`src/design/iorb_pkg.sv`:
```
`default_nettype none
package iorb_pkg;

   localparam int MAX_ENTRIES   = 64;
   localparam int PAYLOAD_WIDTH = 32;
   localparam int ID_WIDTH      = 7;
   localparam int VALUE_WIDTH   = 32;
   localparam int SLOT_WIDTH    = $clog2(MAX_ENTRIES);
   localparam int QUEUE_DEPTH   = 2;
   localparam int QIDX_WIDTH    = $clog2(QUEUE_DEPTH);
   localparam int QCNT_WIDTH    = $clog2(QUEUE_DEPTH + 1);

   localparam logic [ID_WIDTH-1:0] LEN_RESET = ID_WIDTH'(64);
   localparam logic [ID_WIDTH-1:0] LEN_MAX   = ID_WIDTH'(MAX_ENTRIES);
   localparam logic [ID_WIDTH-1:0] ID_FIRST  = ID_WIDTH'(1);

   typedef struct packed {
      logic [ID_WIDTH-1:0]      id;
      logic [PAYLOAD_WIDTH-1:0] value;
      logic [ID_WIDTH-1:0]      len;
   } iorb_item_type;

   typedef struct packed {
      logic          valid;
      iorb_item_type item;
   } iorb_push_type;

   typedef enum logic [1:0] {
      BACK_IDLE,
      BACK_CHECK,
      BACK_EMIT
   } iorb_back_state_type;

endpackage
`default_nettype wire

```
`src/design/in_order_release_buffer_core.sv`:
```
// In-order release buffer. An item (req_entry_id, req_entry_value) is taken on a
// rising edge with start high and busy low; identifiers outside 1 .. stream length,
// or already released, are dropped silently. Results come out in identifier order on
// rsp_* for exactly one cycle each, marked by rsp_strobe, and the receiver cannot
// stall them; rsp_run_last flags the final result caused by an insert. Items inside
// the stream length wait in a two-entry queue, and busy is high while it is full;
// an identifier outside the length never enters the queue. The release sequencer
// handles each stored item with a payload write, then a check of the release
// pointer, and then releases one entry per cycle; an item dropped as already
// released is only popped from the queue. The stream length register (csr_*) must
// only be written while no item is in flight.
`default_nettype none
module in_order_release_buffer_core
   import iorb_pkg::*;
(
   input  wire logic                   clock,
   input  wire logic                   reset,
   input  wire logic                   start,
   output logic                        busy,
   input  wire logic [ID_WIDTH-1:0]    req_entry_id,
   input  wire logic [VALUE_WIDTH-1:0] req_entry_value,
   input  wire logic                   csr_write_enable,
   input  wire logic [ID_WIDTH-1:0]    csr_write_data,
   output logic                        rsp_strobe,
   output logic [VALUE_WIDTH-1:0]      rsp_released_value,
   output logic [ID_WIDTH-1:0]         rsp_released_id,
   output logic                        rsp_run_last
);

   iorb_push_type push;
   iorb_item_type head;
   logic          queue_full;
   logic          not_empty;
   logic          pop;

   iorb_front u_front (
      .clock            (clock),
      .reset            (reset),
      .start            (start),
      .req_entry_id     (req_entry_id),
      .req_entry_value  (req_entry_value),
      .csr_write_enable (csr_write_enable),
      .csr_write_data   (csr_write_data),
      .queue_full       (queue_full),
      .push             (push),
      .busy             (busy)
   );

   iorb_queue u_queue (
      .clock     (clock),
      .reset     (reset),
      .push      (push),
      .pop       (pop),
      .full      (queue_full),
      .not_empty (not_empty),
      .head      (head)
   );

   iorb_back u_back (
      .clock              (clock),
      .reset              (reset),
      .q_valid            (not_empty),
      .q_item             (head),
      .q_pop              (pop),
      .rsp_strobe         (rsp_strobe),
      .rsp_released_value (rsp_released_value),
      .rsp_released_id    (rsp_released_id),
      .rsp_run_last       (rsp_run_last)
   );

endmodule
`default_nettype wire

```
`src/design/iorb_front.sv`:
```
`default_nettype none
module iorb_front
   import iorb_pkg::*;
(
   input  wire logic                   clock,
   input  wire logic                   reset,
   input  wire logic                   start,
   input  wire logic [ID_WIDTH-1:0]    req_entry_id,
   input  wire logic [VALUE_WIDTH-1:0] req_entry_value,
   input  wire logic                   csr_write_enable,
   input  wire logic [ID_WIDTH-1:0]    csr_write_data,
   input  wire logic                   queue_full,
   output iorb_push_type               push,
   output logic                        busy
);

   logic [ID_WIDTH-1:0] len_ff;
   logic [ID_WIDTH-1:0] len_in;
   logic [ID_WIDTH-1:0] eff_len;
   logic                accept;

   // hold the stream length register
   always_comb begin
      len_in = len_ff;
      if (csr_write_enable) begin
         len_in = csr_write_data;
      end
   end

   always_ff @(posedge clock) begin
      if (reset) begin
         len_ff <= LEN_RESET;
      end else begin
         len_ff <= len_in;
      end
   end

   // clamp the length into 1 .. MAX_ENTRIES
   always_comb begin
      eff_len = len_ff;
      if (len_ff < ID_FIRST) begin
         eff_len = ID_FIRST;
      end else if (len_ff > LEN_MAX) begin
         eff_len = LEN_MAX;
      end
   end

   // classify: pass in-range identifiers on, drop the rest
   assign accept          = start && !queue_full;
   assign busy            = queue_full;
   assign push.valid      = accept && (req_entry_id >= ID_FIRST) && (req_entry_id <= eff_len);
   assign push.item.id    = req_entry_id;
   assign push.item.value = PAYLOAD_WIDTH'(req_entry_value);
   assign push.item.len   = eff_len;

endmodule
`default_nettype wire

```
`src/design/iorb_queue.sv`:
```
`default_nettype none
module iorb_queue
   import iorb_pkg::*;
(
   input  wire logic    clock,
   input  wire logic    reset,
   input  iorb_push_type push,
   input  wire logic    pop,
   output logic         full,
   output logic         not_empty,
   output iorb_item_type head
);

   iorb_item_type             entries_ff [QUEUE_DEPTH];
   logic [QIDX_WIDTH-1:0]     wr_idx_ff;
   logic [QIDX_WIDTH-1:0]     wr_idx_in;
   logic [QIDX_WIDTH-1:0]     rd_idx_ff;
   logic [QIDX_WIDTH-1:0]     rd_idx_in;
   logic [QCNT_WIDTH-1:0]     count_ff;
   logic [QCNT_WIDTH-1:0]     count_in;
   logic                      do_push;
   logic                      do_pop;

   assign full      = (count_ff == QCNT_WIDTH'(QUEUE_DEPTH));
   assign not_empty = (count_ff != '0);
   assign head      = entries_ff[rd_idx_ff];
   assign do_push   = push.valid && !full;
   assign do_pop    = pop && not_empty;

   // advance the pointers with wrap
   always_comb begin
      wr_idx_in = wr_idx_ff;
      rd_idx_in = rd_idx_ff;
      count_in  = count_ff;
      if (do_push) begin
         wr_idx_in = (wr_idx_ff == QIDX_WIDTH'(QUEUE_DEPTH - 1)) ? '0 : wr_idx_ff + 1'b1;
      end
      if (do_pop) begin
         rd_idx_in = (rd_idx_ff == QIDX_WIDTH'(QUEUE_DEPTH - 1)) ? '0 : rd_idx_ff + 1'b1;
      end
      if (do_push && !do_pop) begin
         count_in = count_ff + 1'b1;
      end else if (do_pop && !do_push) begin
         count_in = count_ff - 1'b1;
      end
   end

   always_ff @(posedge clock) begin
      if (reset) begin
         wr_idx_ff <= '0;
         rd_idx_ff <= '0;
         count_ff  <= '0;
      end else begin
         wr_idx_ff <= wr_idx_in;
         rd_idx_ff <= rd_idx_in;
         count_ff  <= count_in;
      end
   end

   // store the pushed item
   always_ff @(posedge clock) begin
      if (do_push) begin
         entries_ff[wr_idx_ff] <= push.item;
      end
   end

endmodule
`default_nettype wire

```
`src/design/iorb_back.sv`:
```
`default_nettype none
module iorb_back
   import iorb_pkg::*;
(
   input  wire logic                   clock,
   input  wire logic                   reset,
   input  wire logic                   q_valid,
   input  iorb_item_type               q_item,
   output logic                        q_pop,
   output logic                        rsp_strobe,
   output logic [VALUE_WIDTH-1:0]      rsp_released_value,
   output logic [ID_WIDTH-1:0]         rsp_released_id,
   output logic                        rsp_run_last
);

   iorb_back_state_type          state_ff;
   iorb_back_state_type          state_in;
   logic [ID_WIDTH-1:0]          ptr_ff;
   logic [ID_WIDTH-1:0]          ptr_in;
   logic [ID_WIDTH-1:0]          len_ff;
   logic [ID_WIDTH-1:0]          len_in;
   logic [MAX_ENTRIES-1:0]       valid_ff;
   logic [MAX_ENTRIES-1:0]       valid_in;
   logic [PAYLOAD_WIDTH-1:0]     payload_mem_ff [MAX_ENTRIES];
   logic [PAYLOAD_WIDTH-1:0]     rd_data_ff;
   logic [ID_WIDTH-1:0]          ptr_m1;
   logic [ID_WIDTH-1:0]          wr_id_m1;
   logic [SLOT_WIDTH-1:0]        wr_slot;
   logic [SLOT_WIDTH-1:0]        rd_slot;
   logic                         mem_we;
   logic                         head_hit;
   logic                         chk_hit;
   logic                         nxt_hit;

   assign ptr_m1   = ptr_ff - ID_FIRST;
   assign wr_id_m1 = q_item.id - ID_FIRST;
   assign wr_slot  = wr_id_m1[SLOT_WIDTH-1:0];

   // an insert counts only if its slot has not been released yet
   assign head_hit = q_valid && (q_item.id >= ptr_ff);
   assign chk_hit  = (ptr_ff <= len_ff) && valid_ff[ptr_m1[SLOT_WIDTH-1:0]];
   assign nxt_hit  = (ptr_ff < len_ff) && valid_ff[ptr_ff[SLOT_WIDTH-1:0]];

   // next state
   always_comb begin
      state_in = state_ff;
      case (state_ff)
         BACK_IDLE:  state_in = head_hit ? BACK_CHECK : BACK_IDLE;
         BACK_CHECK: state_in = chk_hit ? BACK_EMIT : BACK_IDLE;
         BACK_EMIT:  state_in = nxt_hit ? BACK_EMIT : BACK_IDLE;
         default:    state_in = BACK_IDLE;
      endcase
   end

   // outputs and datapath controls
   always_comb begin
      q_pop        = 1'b0;
      mem_we       = 1'b0;
      rsp_strobe   = 1'b0;
      rsp_run_last = 1'b0;
      rd_slot      = ptr_m1[SLOT_WIDTH-1:0];
      ptr_in       = ptr_ff;
      len_in       = len_ff;
      case (state_ff)
         BACK_IDLE: begin
            q_pop  = q_valid;
            mem_we = head_hit;
            if (head_hit) begin
               len_in = q_item.len;
            end
         end
         BACK_CHECK: begin
            rd_slot = ptr_m1[SLOT_WIDTH-1:0];
         end
         BACK_EMIT: begin
            rsp_strobe   = 1'b1;
            rsp_run_last = !nxt_hit;
            rd_slot      = ptr_ff[SLOT_WIDTH-1:0];
            ptr_in       = ptr_ff + ID_FIRST;
         end
         default: begin
            q_pop = 1'b0;
         end
      endcase
   end

   // mark written slots valid
   always_comb begin
      valid_in = valid_ff;
      if (mem_we) begin
         valid_in[wr_slot] = 1'b1;
      end
   end

   always_ff @(posedge clock) begin
      if (reset) begin
         state_ff <= BACK_IDLE;
         ptr_ff   <= ID_FIRST;
         len_ff   <= LEN_RESET;
         valid_ff <= '0;
      end else begin
         state_ff <= state_in;
         ptr_ff   <= ptr_in;
         len_ff   <= len_in;
         valid_ff <= valid_in;
      end
   end

   // payload store with registered read
   always_ff @(posedge clock) begin
      if (mem_we) begin
         payload_mem_ff[wr_slot] <= q_item.value;
      end
      rd_data_ff <= payload_mem_ff[rd_slot];
   end

   assign rsp_released_value = VALUE_WIDTH'(rd_data_ff);
   assign rsp_released_id    = ptr_ff;

endmodule
`default_nettype wire

```
`config.mk`:
```
export PLATFORM = sky130hd
export DESIGN_NAME = in_order_release_buffer_core
export DESIGN_NICKNAME = d
export VERILOG_FILES = /design/src/design/iorb_pkg.sv /design/src/design/in_order_release_buffer_core.sv /design/src/design/iorb_front.sv /design/src/design/iorb_queue.sv /design/src/design/iorb_back.sv
export SDC_FILE = /design/constraint.sdc
export NUM_CORES = 2
export LEC_CHECK = 0
export BUFFER_PORTS_ARGS = -buffer_cell sky130_fd_sc_hd__buf_2
export CORE_ASPECT_RATIO = 1.25
export CORE_UTILIZATION = 25
export CTS_CLUSTER_DIAMETER = 200
export DETAILED_ROUTE_END_ITERATION = 12
export SLEW_MARGIN = 10
export SYNTH_ARGS = -nofsm -noshare
export SYNTH_HDL_FRONTEND = slang
export SYNTH_SLANG_ARGS = --single-unit
```
`constraint.sdc`:
```
create_clock -name clock -period 16.03 [get_ports clock]
set_input_delay 1.603 -clock clock [delete_from_list [all_inputs] [get_ports clock]]
set_output_delay 1.603 -clock clock [all_outputs]
set_load 0.02 [all_outputs]
```
# == Yosys cells after proc, flatten, opt, wreduce, memory -nomap -nowiden ==
# Memories as Yosys holds them, arrays and structs flattened. A register that Yosys moved wholly into a read port is not among the register bits.
# Index checks and enable logic that the tools add are counted.
# totals
n_memories,2
output_inout_bits,42
input_bits,50
mem_bits_rw,2140
wordCells,78
reg_bits,91
# mem_list
memory,depth,width,rd,rd_clocked_by_memory_dff,write_ports,line_no,rtl
u_back.payload_mem_ff,64,32,1,1,1,iorb_back.sv:24,logic [PAYLOAD_WIDTH-1:0] payload_mem_ff [MAX_ENTRIES];
u_queue.entries_ff,2,46,1,1,1,iorb_queue.sv:14,iorb_item_type entries_ff [QUEUE_DEPTH];
# op_classes
n_mux,27
order_cmp,11
reduce_logical,19
n_bitwise,1
addsub,7
eq_ne,3
# op_table
operator,n
OR 64 bit,1
"< comparator 6 x 7 -> 1 bit, second input constant",3
two-way mux 1 bit,16
less-or-equal comparator 7 bit,2
two-way mux 7 bit,2
binary-select mux 1 bit (select 6 bit),2
"subtractor 6 x 1 -> 6 bit, second input constant",2
logical AND 1 bit,11
two-way mux 2 bit,4
"adder 7 x 1 -> 7 bit, second input constant",1
">= comparator 7 x 1 -> 1 bit, second input constant",1
>= comparator 7 bit,1
"greater-than comparator 7 bit, second input constant",1
"< comparator 7 x 1 -> 1 bit, second input constant",1
< comparator 7 bit,1
demux 1 bit (select 6 bit),1
">= comparator 6 x 1 -> 1 bit, second input constant",1
two-way mux 6 bit,1
case mux 2 bit (3 select lines),1
"== test 2 bit, second input constant",2
logical NOT 1 bit,4
nonzero test 2 bit,2
"adder 1 bit, second input constant",2
"adder 2 x 1 -> 2 bit, second input constant",1
4 further kinds,4

# == Longest topological paths before layout ==
# logic_depth
ltp_word,10
depth_mapped,19
ltp_nobuf,14

# == Cells and area by module ==
# From an unflattened synthesis, not the netlist that was laid out.
# hier_totals
hier_cells,6602
hier_area_um2,96784.1
# by_module_without_submodules
module,seq_area_each_um2,instances,cells_per_inst,area_per_inst_um2
iorb_back,63741.1,1,6335,92457.4
iorb_queue,2862.7,1,168,3535.9
iorb_front,140.1,1,99,790.8

# == Worst setup path after synthesis ==
# OpenSTA, ideal clock, no wires.
# synth_path
path_type,input port to flip-flop
start,input port req_entry_id[1]
end,memory u_queue.entries_ff[0][0] in the netlist's numbering (enable)
path_slack_ps,9779
arrival_ps,5744
setup_ps,507
cell_stages,7
path_cell_list,ha_1 -> nor2b_1 -> o21a_1 -> o21a_1 -> o211ai_1 -> a21oi_1 -> nor3_1
# synth_via
elab_chain_len,6
elab_cells_between_ends,7
# synth_rtl
element,line_no,rtl
from (decl),in_order_release_buffer_core.sv:20,"input wire logic [ID_WIDTH-1:0] req_entry_id,"
>= comparator 7 x 1 -> 1 bit,iorb_front.sv:51,assign push.valid = accept && (req_entry_id >= ID_FIRST) && (req_entry_id <= eff_len);
logical AND 1 bit,iorb_front.sv:51,
logical AND 1 bit (*),iorb_front.sv:51,
logical AND 1 bit (*),iorb_queue.sv:27,assign do_push = push.valid && !full;
two-way mux 1 bit (*),iorb_queue.sv:62,if (do_push) begin
two-way mux 1 bit (not written as such) (*),iorb_queue.sv:63,entries_ff[wr_idx_ff] <= push.item;
to (decl),iorb_queue.sv:14,
# Mark *: on every way between the ends. The rest lies on a longest branch, timed or not.

# == Worst setup path after layout ==
# layout_path
start,register u_back.ptr_ff[0] (netlist: u_back.rsp_released_id[0])
end,output port rsp_run_last
# layout_via
elab_chain_len,5
elab_cells_between_ends,6
# layout_rtl
element,line_no,rtl
from (decl),iorb_back.sv:18,logic [ID_WIDTH-1:0] ptr_ff;
from (signal assigned),iorb_back.sv:103,ptr_ff <= ptr_in;
binary-select mux 1 bit (select 6 bit),iorb_back.sv:42,assign nxt_hit = (ptr_ff < len_ff) && valid_ff[ptr_ff[SLOT_WIDTH-1:0]];
two-way mux 1 bit (not written as such),iorb_back.sv:42,
logical AND 1 bit (*),iorb_back.sv:42,
logical NOT 1 bit (*),iorb_back.sv:77,rsp_run_last = !nxt_hit;
two-way mux 1 bit (*),iorb_back.sv:64,case (state_ff)
to (decl),in_order_release_buffer_core.sv:27,output logic rsp_run_last
# Mark *: on every way between the ends. The rest lies on a longest branch, timed or not. The select of a mux whose other input is x is not followed.

==> reports/results.ini <==
[grt]
grt_start_max_net_pins=168
grt_pass1_wl_mm=472
grt_use_total_pct=15.1
antenna_found_initial=12
grt_pass1_vias=68100
grt_overflow=0

[setup_path]
slowest_delay_ps=820
r2r_cells=12
reg2reg_slack_ps=9060
slowest_stage=buf_4
cp.arrival_ps=5430
crit_type=reg -> out
path_cells=buf_4 > buf_4 > mux4_2 > mux4_2 > mux4_2 > and2_1 > nor2_1 > buf_2
reg2reg_from=u_back.rsp_released_id[1]$_SDFFE_PP0P_
end_kind=output pin
required_ps=14430
cp_top_family=buffers and inverters
crit_top_cell=mux4_2
path_buf_inv=3
timing.rr.end=u_back.rsp_released_value[11]$_DFF_P_
cp_max_fo=44
startpoint_type=flip-flop

[finish]
drive_gt1_share_pct=14.6
fin_nets=7159
syn2layout_area_growth_pct=13.5
nFillCells=41100

[timing]
slew_violations=0
fmax_ghz=0.142
whs_ps=484
setup_viol=0
slew_headroom_pct=12.5
min_period_over_period_pct=43.9
min_period_ps=7030
worstMarginPinSlew_ps=1280
setup_tns_ps=0
final.setup_skew_ps=76.1
hold_viol=0
rsz0062_at_grt=false

[synthesis]
syn_area_sq_um=105000
async_reset_ff_share_pct=0
yosys_warnings=0
synth_edf_count=2140
synthDistinctLibCells=62
yosysTopAreaCellShare_pct=61.4
synth-seq-cells=2264
yosysMostFrequentCell=edfxtp_1
ys.flop_type=edfxtp_1
synth_common_cells=2140 x edfxtp_1, 1370 x mux2i_1, 370 x a21oi_1
yosysTopAreaCell=edfxtp_1
ys_seq_area_share_pct=63.8
synth_area_leaders=edfxtp_1 61%, mux2i_1 13%, mux4_2 4.7%
synth.avg_cell_area_sq_um=14.7
syn-instance-count=7115
synth_nets=7190

[clocking]
cts_root_buf=clkbuf_16
cts.sinks=2264
cts_hold_buffers=0
cts_tree=built
cts_setup_buffers=0
clk_path_buf_depth=4
clk_pin_slew_ps=60
htree_levels=4
post_cts_resize_count=0
numCtsBuffers=221
clk_latency_ps=930

[floorplan]
core.rowCount=265
die-area_sq_um=421000
die_w_microns=581
start_util_pct=25.1
die_h_microns=725
io_pins=92
coreArea_sq_um=417000

[detailed_routing]
wirelength_mm=332
routed-via-count=66400
detail_route.wl_per_cell_microns=26.1
viasPerCell=5.22
wl_met2_mm=168
first_iter_violations=6609
first_pass_iters=6
wl_met3_mm=22.8
highest_layer=met5
route.detailed.drc=0
wl_met1_mm=123
drtAntennaViolNets=0

[placement]
port_buffers=91
dpl.hpwl_mm=191
gp_congestion=0.821

[pwr]
ir_worst_vdd_mv=0.102
p_leak_nw=38.5
total_power_mw=13.4
power.density_nw_per_um2=113

[min_path]
min_delay_worst_endpoint=u_back.len_ff[6]$_SDFFE_PP1P_
hp-start=u_back.len_ff[6]$_SDFFE_PP1P_
hold_class=reg -> reg
holdPathStages=2

[flow_run]
max_cap_violations=0

[status]
outcome=complete, no violations

[metal layers]
layer  GRT usage, %  vias to the layer above
met1           17.5                    34500
met2           27.2                     2918
met4           7.54                        4
met5              0                        -
li1               -                    28300
met3           2.07                      752
[power by group]
group	internal (mW)	total, mW	switching, mW	leakage (nW)
Sequential	7.03	7.09	0.0582	20.3
Clock	2.97	5.22	2.25	3.48
Combinational	0.191	1.09	0.899	14.7
[stage by stage]
step	area, sq um	cells	util (%)	setup WS [ps]
after floorplan	105000	7115	-	9780
after global placement	112000	12300	26.8	9270
after detailed placement	112000	12300	26.8	9070
after CTS	119000	12700	28.5	8960
after global routing	119000	12700	28.5	8720
final	119000	12700	28.5	9000
[cells by family after synthesis]
group / synth area share [%]
compound gates: 9.10
xor+xnor: 0.216
fa+ha+maj: 0.299
buf+inv: 2.44
flops: 63.8
mux: 19.2
simple gates: 4.97
[worst reg2reg max path, stage by stage, from the launching register on]
cell     delay (ps)
dfxtp_4         860
inv_4           430
ha_4            870
buf_4           840
buf_4           860
buf_4           740
buf_4           730
mux2i_1         300
a21oi_1         100
mux4_2          520
a22oi_1         280
nand2_1         110
o22a_1          220
[area by class of cell]
| type | instances | area (sq um) | area share (%) |
|---|---|---|---|
| timing repair buffer | 289 | 2020 | 1.70 |
| clock inverter | 115 | 1110 | 0.938 |
| multi-input combinational | 4277 | 35900 | 30.2 |
| tap | 5473 | 6850 | 5.77 |
| antenna | 5 | 12.5 | 0.0105 |
| clock buffer | 280 | 5980 | 5.04 |
| inverter | 31 | 126 | 0.106 |
| sequential | 2264 | 66800 | 56.2 |
[sequential cells by signal, indices dropped and copies added, names as in the netlist, named ones only]
name                       cells
u_back.state_ff                2
u_back.rsp_released_id         7
u_queue.entries_ff            92
u_back.len_ff                  7
u_front.len_ff                 7
u_queue.rd_idx_ff              1
u_back.payload_mem_ff       2048
u_queue.wr_idx_ff              1
u_queue.count_ff               2
u_back.valid_ff               64
u_back.rsp_released_value     32
[worst max-delay path by stage]
stage	start	to	slack (ps)	cells past startpoint
finish	u_back.rsp_released_id[0]$_SDFFE_PP1P_	rsp_run_last	9000	8
global route	u_back.rsp_released_id[1]$_SDFFE_PP0P_	u_back.rsp_released_value[25]$_DFF_P_	8720	12
CTS	u_back.rsp_released_id[0]$_SDFFE_PP1P_	rsp_run_last	8960	8
detailed placement	u_back.rsp_released_id[1]$_SDFFE_PP0P_	u_back.rsp_released_value[11]$_DFF_P_	9070	12
global placement	u_back.rsp_released_id[1]$_SDFFE_PP0P_	u_back.rsp_released_value[11]$_DFF_P_	9270	12
floorplan	req_entry_id[1]	u_queue.entries_ff[0][0]$_DFFE_PP_	9780	7
[cells in the final DEF, fill, tap and decap left out, types with 70 or more instances in the layout]
cell	instances
nor2b_1	267
clkbuf_16	226
dfxtp_1	119
buf_4	192
o21a_1	70
mux2i_1	1370
mux2_2	131
nand2_1	298
a21oi_1	370
nor2_1	157
a211oi_1	299
o21ai_0	138
o22ai_1	300
edfxtp_1	2140
mux4_2	217
buf_2	91
o221ai_1	85
nor3_1	88
No activity file was read; power rests on OpenSTA's default activity.
